File: config.mk
export PLATFORM = sky130hd
export DESIGN_NAME = cbms_alu
export DESIGN_NICKNAME = d
export VERILOG_FILES = /design/src/rtl/cbms_pkg.sv /design/src/rtl/cbms_alu.sv
export SDC_FILE = /design/constraint.sdc
export NUM_CORES = 1
export LEC_CHECK = 0
export BUFFER_PORTS_ARGS = -buffer_cell sky130_fd_sc_hd__buf_4
export CAP_MARGIN = 25
export CORE_ASPECT_RATIO = 0.6
export CORE_MARGIN = 3
export CORE_UTILIZATION = 42
export CTS_CLUSTER_SIZE = 25
export DETAILED_ROUTE_END_ITERATION = 10
export SETUP_SLACK_MARGIN = 0.5
export SYNTH_ARGS = -nofsm -noshare
export SYNTH_HDL_FRONTEND = slang
export SYNTH_SLANG_ARGS = --single-unit
File: constraint.sdc
create_clock -name clk -period 7.2 [get_ports clk]
set_clock_uncertainty 0.1 [all_clocks]
set_input_delay 0.72 -clock clk [delete_from_list [all_inputs] [get_ports clk]]
set_output_delay 0.72 -clock clk [all_outputs]
set_load 0.02 [all_outputs]
File: src/rtl/cbms_pkg.sv
`default_nettype none
package cbms_pkg;

	localparam int NUM_CLASSES_DEF = 16;
	localparam int NUM_BANDS_DEF   = 8;
	localparam int SAMPLE_BITS_DEF = 16;

	localparam int CMD_W  = 2;
	localparam int CLS_W  = 4;
	localparam int BAND_W = 3;
	localparam int SMP_W  = 16;
	localparam int STAT_W = 2;
	localparam int FIX_W  = 24;

	localparam int CNT_W = 24;
	localparam int SUM_W = 40;
	localparam int SQS_W = 56;

	// shared unit widths
	localparam int ACC_W  = 80;
	localparam int SHF_W  = 96;
	localparam int QUO_W  = 64;
	localparam int DVS_W  = 48;
	localparam int STEP_W = 7;

	localparam logic [STEP_W-1:0] STEPS_MEAN = 7'd48;
	localparam logic [STEP_W-1:0] STEPS_MULQ = 7'd24;
	localparam logic [STEP_W-1:0] STEPS_MULS = 7'd40;
	localparam logic [STEP_W-1:0] STEPS_VDIV = 7'd96;
	localparam logic [STEP_W-1:0] STEPS_SQRT = 7'd32;

	typedef enum logic [CMD_W-1:0] {
		CMD_CLEAR = 2'd0,
		CMD_ADD   = 2'd1,
		CMD_QUERY = 2'd2
	} cmd_e;

	localparam logic [STAT_W-1:0] STAT_VALID  = 2'd0;
	localparam logic [STAT_W-1:0] STAT_NODATA = 2'd1;
	localparam logic [STAT_W-1:0] STAT_SINGLE = 2'd2;

	typedef struct packed {
		logic [CNT_W-1:0] cnt;
		logic [SUM_W-1:0] sum;
		logic [SQS_W-1:0] sqs;
	} acc_t;

	typedef enum logic [1:0] {
		ALU_MUL  = 2'd0,
		ALU_DIV  = 2'd1,
		ALU_SQRT = 2'd2
	} alu_mode_e;

	typedef struct packed {
		logic              start;
		alu_mode_e         mode;
		logic              sub;
		logic              clr;
		logic [STEP_W-1:0] steps;
	} alu_req_t;

	typedef enum logic [3:0] {
		ST_IDLE,
		ST_ADD,
		ST_QRD,
		ST_MEAN,
		ST_MULQ,
		ST_MULS,
		ST_VDIV,
		ST_SQRT,
		ST_OUT
	} state_t;

endpackage
`default_nettype wire

File: src/rtl/cbms_alu.sv
`default_nettype none
module cbms_alu import cbms_pkg::*; (
	input  wire logic             clk,
	input  wire logic             arst_n,
	input  wire alu_req_t         req,
	input  wire logic [SHF_W-1:0] opa,
	input  wire logic [QUO_W-1:0] opb,
	input  wire logic [DVS_W-1:0] dvs,
	output logic                  done,
	output logic [ACC_W-1:0]      acc,
	output logic [QUO_W-1:0]      quo
);

	logic              busy_q, done_q, sub_q;
	alu_mode_e         mode_q;
	logic [STEP_W-1:0] cnt_q;
	logic [ACC_W-1:0]  acc_q;
	logic [SHF_W-1:0]  shf_q;
	logic [QUO_W-1:0]  quo_q;
	logic [DVS_W-1:0]  dvs_q;

	logic [ACC_W-1:0] t_div, t_sqr, opx, opy;
	logic             sub;
	logic [ACC_W:0]   sum;
	logic             cy;

	assign t_div = {acc_q[ACC_W-2:0], shf_q[SHF_W-1]};
	assign t_sqr = {acc_q[ACC_W-3:0], shf_q[SHF_W-1 -: 2]};

	// the one adder: accumulate, trial subtract for divide and root
	always_comb begin
		case (mode_q)
			ALU_MUL: begin
				opx = acc_q;
				opy = shf_q[ACC_W-1:0];
				sub = sub_q;
			end
			ALU_DIV: begin
				opx = t_div;
				opy = {{(ACC_W-DVS_W){1'b0}}, dvs_q};
				sub = 1'b1;
			end
			default: begin
				opx = t_sqr;
				opy = {{(ACC_W-QUO_W-2){1'b0}}, quo_q, 2'b01};
				sub = 1'b1;
			end
		endcase
		sum = {1'b0, opx} + {1'b0, (sub ? ~opy : opy)} + {{ACC_W{1'b0}}, sub};
		cy  = sum[ACC_W];
	end

	always_ff @(posedge clk or negedge arst_n) begin
		if (!arst_n) begin
			busy_q <= 1'b0;
			done_q <= 1'b0;
		end else begin
			done_q <= !req.start && busy_q && (cnt_q == STEP_W'(1));
			if (req.start) begin
				busy_q <= 1'b1;
			end else if (busy_q && cnt_q == STEP_W'(1)) begin
				busy_q <= 1'b0;
			end
		end
	end

	always_ff @(posedge clk) begin
		if (req.start) begin
			mode_q <= req.mode;
			sub_q  <= req.sub;
			cnt_q  <= req.steps;
			dvs_q  <= dvs;
			quo_q  <= opb;
			shf_q  <= opa;
			if (req.clr) begin
				acc_q <= '0;
			end
		end else if (busy_q) begin
			cnt_q <= cnt_q - STEP_W'(1);
			case (mode_q)
				ALU_MUL: begin
					if (quo_q[0]) begin
						acc_q <= sum[ACC_W-1:0];
					end
					shf_q <= shf_q << 1;
					quo_q <= quo_q >> 1;
				end
				ALU_DIV: begin
					acc_q <= cy ? sum[ACC_W-1:0] : t_div;
					quo_q <= {quo_q[QUO_W-2:0], cy};
					shf_q <= shf_q << 1;
				end
				default: begin
					acc_q <= cy ? sum[ACC_W-1:0] : t_sqr;
					quo_q <= {quo_q[QUO_W-2:0], cy};
					shf_q <= shf_q << 2;
				end
			endcase
		end
	end

	assign done = done_q;
	assign acc  = acc_q;
	assign quo  = quo_q;

endmodule
`default_nettype wire

* Word level (Yosys, flattened, before mapping)
Index checks and enable logic that the tools add are counted.
** Word-level totals
- Register bits :: 300
- Logic and storage cells :: 47
** Cells by class
- Add/subtract/negate cells :: 3
- Equal/unequal tests :: 4
- Muxes and demuxes :: 21
- Bitwise logic cells :: 1
- Reductions and logical operators :: 9
** Operator list (count)
- $mux W80 :: 7
- $pmux W80 S2 :: 3
- $mux W96 :: 3
- $mux W64 :: 3
- $add A80 B80 Y81 :: 1
- $add A81 B1 Y81 :: 1
- $not A80 Y80 :: 1
- $mux W7 :: 2
- $eq A7 B1 Y1 const B :: 1
- $sub A7 B1 Y7 const B :: 1
- $reduce_bool A2 Y1 :: 2
- $logic_and A1 B1 Y1 :: 3
- $mux W1 :: 3
- $ne A3 B3 Y1 const B :: 1
- $reduce_and A3 Y1 :: 1
- $eq A2 B1 Y1 const B :: 1
- $logic_not A2 Y1 :: 1
- $ne A2 B2 Y1 const B :: 1
- $reduce_or A2 Y1 :: 1
- $logic_not A1 Y1 :: 1

* Longest topological paths before layout
- Depth in word-level cells :: 10
- Gate-level depth with buffers :: 23
- Gate-level depth less buffers :: 15

* Least setup slack after synthesis
No wires, ideal clock.
- Path type :: input to register
- Start :: in req[11] (netlist name)
- End :: reg acc_q[0] (netlist: acc[0]) (enable)
- Data arrival time :: 6.892 ns
- Data required time :: 6.471 ns
- Slack :: -0.421 ns
- Cell stages on the path :: 4
- Path buffers :: 3
- Cell sequence :: clkbuf_1 -> clkbuf_1 -> clkbuf_1 -> o21ai_0
** On the way
- Longest elaborated chain between the ends :: 2
- Elaborated cells on any way between the ends :: 4
- Those cells by class :: eq/ne: 2; reduce/logical: 2
** RTL lines
- from (decl) :: RTL line cbms_alu.sv:5 : input wire alu_req_t req,
- $ne A3 B3 Y1 (no source line) (tied with other cells)
- $reduce_and A3 Y1 (no source line) *
- to (signal assigned) :: RTL line cbms_alu.sv:83 : acc_q <= sum[ACC_W-1:0];
- to (signal assigned) :: RTL line cbms_alu.sv:89 : acc_q <= cy ? sum[ACC_W-1:0] : t_div;
- to (signal assigned) :: RTL line cbms_alu.sv:94 : acc_q <= cy ? sum[ACC_W-1:0] : t_sqr;
- to (decl) :: RTL line cbms_alu.sv:17 : logic [ACC_W-1:0] acc_q;
Every way passes the cells marked *; elsewhere a longest branch is shown, timed or not.
A chain may end at the register's enable or synchronous reset.

* Final worst setup path
- Start :: reg mode_q[0]
- End :: reg acc_q[12] (netlist: acc[12]) (data pin)
** On the way
- Longest elaborated chain between the ends :: 10
- Elaborated cells on any way between the ends :: 15
- Those cells by class :: add/sub: 2; eq/ne: 1; mux: 10; bitwise: 1; reduce/logical: 1
** RTL lines
- from (decl) :: RTL line cbms_alu.sv:15 : alu_mode_e mode_q;
- from (signal assigned) :: RTL line cbms_alu.sv:69 : mode_q <= req.mode;
- $eq A2 B1 Y1 or $logic_not A2 Y1 (tied branches) :: RTL line cbms_alu.sv:32, cbms_alu.sv:80
- $pmux W80 S2 :: RTL line cbms_alu.sv:32 : case (mode_q)
- $not A80 Y80 :: RTL line cbms_alu.sv:49 : sum = {1'b0, opx} + {1'b0, (sub ? ~opy : opy)} + {{ACC_W{1'b0}}, sub};
- $mux W80 :: RTL line cbms_alu.sv:49
- $add A80 B80 Y81 :: RTL line cbms_alu.sv:49
- $add A81 B1 Y81 :: RTL line cbms_alu.sv:49
- $mux W80, on equally long branches :: RTL line cbms_alu.sv:94, cbms_alu.sv:82, cbms_alu.sv:89
- $pmux W80 S2 * :: RTL line cbms_alu.sv:80 : case (mode_q)
- $mux W80 * :: RTL line cbms_alu.sv:78 : end else if (busy_q) begin
- $mux W80 * :: RTL line cbms_alu.sv:68 : if (req.start) begin
Every way passes the cells marked *; elsewhere a longest branch is shown, timed or not. The select of a mux whose other input is x is not followed.

==> impl_summary.md <==
Synthesis
The most instantiated flip-flop cell in the synthesis netlist is sky130_fd_sc_hd__edfxtp_1. A synthesized cell averages around 9.0 µm². The number of unique standard cell types used by synthesis is 78. The total of flip-flops plus latches after synthesis is 300. Synthesis produced a netlist with a net count of between 2000 and 3000. The async set-reset flop share out of synthesis is less than 1%. The number of enable-type register cells in the synthesized netlist is between 200 and 300. The cell area after synthesis is 22700 µm².

The number of warning messages in the yosys log is 0. Summing the sequential cell areas from Yosys gives between 30 and 40% of the chip area. Synthesis produced a netlist whose cell count is around 2500.

Final layout
The net count of the finished layout is between 3000 and 4000. Measured on the finished design, the core utilization comes to just over 50%. After filler insertion, the fill cell instance count of the layout stands at 5000. The post-route netlist has between 10% and 20% of its cells at a drive strength greater than 1. The non-filler instance count after layout is between 3000 and 4000. The relative area change from synthesis to final layout is 19.1%.

The cell area after layout is about 27000 µm².

Timing
In the finished design, the share of the clock period the worst path needs comes to a little over four fifths. The summed negative setup slack over all endpoints is 0 ps. The minimum clock period after layout is 6070 ps.

The least setup slack across all paths after layout is 1130 ps. Setup violations remaining at the end of the flow were counted as 0. The worst-case hold slack is ~260 ps. The final-report hold violation count came to 0. The pin slew with the least headroom to its limit is about 960 ps. The final number of max-transition violations came to 0.

The maximum frequency from static timing analysis is approximately 160 MHz. Setup repair after global routing left no endpoint under its margin. Headroom to the max-slew limit came out at between 30% and 40%.

Drt
After detailed routing, the met2 layer carries approximately 32000 µm of wire. In the final routed layout, each cell accounts on average for between 20 and 25 µm. Detailed routing inserted a total of 20790 vias. The number of search-and-repair iterations in the first detailed-routing pass is 5. The final wirelength is 77500 µm. In this run the remaining antenna-violating nets after routing total 0.

The DRC violation total after the first TritonRoute iteration is approximately 2300. The wire length the detailed router placed on met1 is roughly 38000 µm. Summed over all nets, wire length on met3 after detailed routing comes to a little under 7000 µm. Using the TritonRoute via totals, the vias-per-cell ratio works out to around 6. In this run the top signal layer used is met4. The number of design rule violations left after detail routing is 0.

Floorplanning
The floorplan step defined a die boundary enclosing 56900 µm². The die is between 150 and 200 µm tall. The floorplan die width is approximately 300 µm. During I/O placement, the number of pins put on the boundary was 367. The initialized floorplan defines 65 standard-cell rows. The region available for standard cell placement spans 52900 µm².

The initial utilization of the core area, before any placement, comes to between 40% and 50%.

Setup path
Along the worst path, the maximum fanout reaches 38. The category of the worst setup path launch point is a flip-flop. The required time at the worst-slack endpoint is ~7400 ps.

The longest individual stage delay on the worst path is between 600 and 700 ps. The combined buffer and inverter count along the critical path is 3. The worst setup path is captured at a flip-flop.

In this design, the critical path's most frequently occurring cell is sky130_fd_sc_hd__buf_4. The arrival time at the worst endpoint is 6310 ps. The critical path class is flip-flop to flip-flop. The gate family responsible for the most delay along the worst path is compound AO/OA/AOI/OAI gates.

Traced cell by cell, the critical path runs through nor2_4 > buf_4 > a22oi_1 > ha_1 > a21o_1 > a2111oi_1 > buf_4 > nor3_1 > o21ai_0 > o2111a_1 > a21o_1 > buf_4 > and2_1 > nor2_1 > a2111oi_2. The cell at the slowest stage of the critical path is sky130_fd_sc_hd__and2_1.

Clock tree
The H-tree generated during clock tree synthesis spans 2 levels. TritonCTS built the clock tree. CTS saw 300 sinks. CTS placed an instance of sky130_fd_sc_hd__clkbuf_16 at the clock tree root. The clock transition at the register clock pins on the worst setup and hold paths after CTS is 60 ps.

Counting along the longest clock path gives a buffer depth of 3. The total CTS buffers is 34. Clock latency on the worst-skew pair, taken at its later pin, is roughly 540 ps.

Placed design
Timing analysis after detailed placement gives a worst setup slack of between 1000 and 1500 ps. The last weighted congestion value of the routability-driven placer is about 0.95. The count of buffers from port buffering is ~370. Detailed placement finished with a half-perimeter wire length of approximately 56000 µm. In this run, placement finished with an instance count of between 3000 and 4000. The post-detailed-placement cell area is 25900 µm².

Power
The power share of the sequential group is around 28%. The power share of the combinational group is ~57%. The clock network accounts for ~16% of the total power. The peak ir drop on the vdd network is approximately 0.18 mV. In this run the power spent charging and discharging nets is between 5 and 6 mW. The power per unit of standard cell area is approximately 410 nW/µm². The power consumption is 11.1 mW. For this design the static power due to leakage is approximately 11 nW.

Of the total power, the share spent switching nets is 47.1%. The internal power is approximately 6 mW.

Status
The run finished with clean final reports.

Job
The tool flagged a number of max-cap violations equal to 0.

Global routing
The first global-routing pass estimated around 120000 µm of wire. The total congestion overflow after global routing is 0. The via count of the first global-routing pass is approximately 19000. The number of antenna violations at the first check in global routing is 0.

Global routing used 26.1% of the available tracks across all layers. Entering global routing, the biggest net connects 201 pins.

Worst hold path
The path category of the worst min-delay check is primary input to flip-flop.
## path summary, 6_finish.rpt
kind                       slack (ps)  startpoint  depth (start not counted)         to
max in group asynchronous        6530      arst_n                          2     busy_q
hold / removal                    260     dvs[27]                          1  dvs_q[27]
min in group asynchronous         390      arst_n                          2       done
setup reg to reg                 1130   mode_q[0]                         15    acc[12]
setup / recovery                 1130   mode_q[0]                         15    acc[12]
hold reg to reg                   380    cnt_q[6]                          1       done
## synth_stat cells, drive strengths merged (50+ instances only)
master,count,area share [%]
clkbuf,148,2.5
ha,81,4.5
o211ai,50,1.7
a21o,52,1.7
nand2,414,6.9
edfxtp,298,39
mux2i,231,10
a21oi,149,3.3
o21ai,362,8.0
xor2,79,3.1
xnor2,76,2.9
nor2,105,1.7
## flip-flops by register name, indices dropped and copies added, names as in the netlist
signal	cells
busy_q	1
done	1
shf_q	96
mode_q	2
dvs_q	48
quo	64
acc	80
cnt_q	7
sub_q	1
## final cells by class
cell class	count	area [µm²]	area share (%)
antenna	1	2.50	0.00927
sequential	300	9000	33.3
inverter	48	188	0.695
clock buffer	41	898	3.33
clock inverter	16	131	0.487
tap	703	880	3.26
timing repair buffer	404	3150	11.7
multi-input combinational	1967	12700	47.2
## metal layers
metal  up-vias  global-route usage, %
met1     10068                   40.9
met4         0                   5.22
li1       9791                      -
met2       849                   35.9
met3        82                   6.05
met5         -                      0
## power groups by stage
| stage | combinational [mW] | sequential (mW) | clock [mW] |
|---|---|---|---|
| after global routing | 6.81 | 3.12 | 1.83 |
| final | 6.25 | 3.07 | 1.73 |
| after detailed placement | 6.09 | 3.08 | 0 |
| after CTS | 6.12 | 3.05 | 1.77 |
| after global placement | 6.03 | 3.07 | 0 |
| after floorplan | 3.89 | 3.19 | 0 |
## placed cells by master, fill, tap and decap left out, types with 6 or more instances in the layout
master / Yosys / routed
sky130_fd_sc_hd__nand2_1: 414 / 414
sky130_fd_sc_hd__buf_4: 1 / 394
sky130_fd_sc_hd__o21ai_0: 360 / 359
sky130_fd_sc_hd__edfxtp_1: 298 / 298
sky130_fd_sc_hd__mux2i_1: 231 / 231
sky130_fd_sc_hd__a21oi_1: 149 / 148
sky130_fd_sc_hd__nor2_1: 104 / 103
sky130_fd_sc_hd__ha_1: 81 / 81
sky130_fd_sc_hd__xor2_1: 79 / 79
sky130_fd_sc_hd__xnor2_1: 76 / 76
sky130_fd_sc_hd__a21o_1: 52 / 52
sky130_fd_sc_hd__o211ai_1: 49 / 49
sky130_fd_sc_hd__inv_1: 47 / 46
sky130_fd_sc_hd__a22oi_1: 38 / 38
sky130_fd_sc_hd__clkbuf_16: 0 / 35
sky130_fd_sc_hd__nand4_1: 30 / 30
sky130_fd_sc_hd__nor3_1: 29 / 29
sky130_fd_sc_hd__nand3_1: 23 / 23
sky130_fd_sc_hd__o21bai_1: 22 / 22
sky130_fd_sc_hd__a31oi_1: 22 / 22
sky130_fd_sc_hd__a222oi_1: 17 / 17
sky130_fd_sc_hd__or3_1: 14 / 14
sky130_fd_sc_hd__o221ai_1: 14 / 14
sky130_fd_sc_hd__nor2b_1: 12 / 12
sky130_fd_sc_hd__and3_1: 11 / 11
sky130_fd_sc_hd__o22ai_1: 11 / 11
sky130_fd_sc_hd__a21boi_0: 9 / 9
sky130_fd_sc_hd__a211oi_1: 9 / 9
sky130_fd_sc_hd__nand2b_1: 8 / 8
sky130_fd_sc_hd__and2_1: 7 / 7
sky130_fd_sc_hd__o311a_1: 7 / 7
sky130_fd_sc_hd__clkinv_2: 0 / 7
sky130_fd_sc_hd__o21a_1: 6 / 6
sky130_fd_sc_hd__a221oi_1: 6 / 6
sky130_fd_sc_hd__o31ai_1: 6 / 6
sky130_fd_sc_hd__a41oi_1: 8 / 6
sky130_fd_sc_hd__clkbuf_1: 148 / 6
sky130_fd_sc_hd__buf_12: 0 / 6
## worst register-to-register path, stage by stage (launching register included)
cell	delay, ps
sky130_fd_sc_hd__edfxtp_1	620
sky130_fd_sc_hd__nor2_4	450
sky130_fd_sc_hd__buf_4	630
sky130_fd_sc_hd__a22oi_1	230
sky130_fd_sc_hd__ha_1	470
sky130_fd_sc_hd__a21o_1	260
sky130_fd_sc_hd__a2111oi_1	430
sky130_fd_sc_hd__buf_4	220
sky130_fd_sc_hd__nor3_1	60
sky130_fd_sc_hd__o21ai_0	280
sky130_fd_sc_hd__o2111a_1	400
sky130_fd_sc_hd__a21o_1	460
sky130_fd_sc_hd__buf_4	260
sky130_fd_sc_hd__and2_1	650
sky130_fd_sc_hd__nor2_1	140
sky130_fd_sc_hd__a2111oi_2	220
## cells by family after synthesis
logic type	count (synthesis)	synth area share, %
flip-flops	300	39.7
XOR/XNOR	155	5.99
AND/OR/NAND/NOR	673	12.7
adder cells (fa/ha/maj)	82	4.56
multiplexers	232	10.3
buffers and inverters	243	4.27
AO/OA/AOI/OAI	825	22.5
## timing repair
item                                   in CTS  in global routing
endpoints found under the hold margin       2                  0
gates resized for setup                     0                  0
hold buffers                                1                  0
buffers inserted                            0                  0
Note: power is estimated with default switching activity, not from simulation.
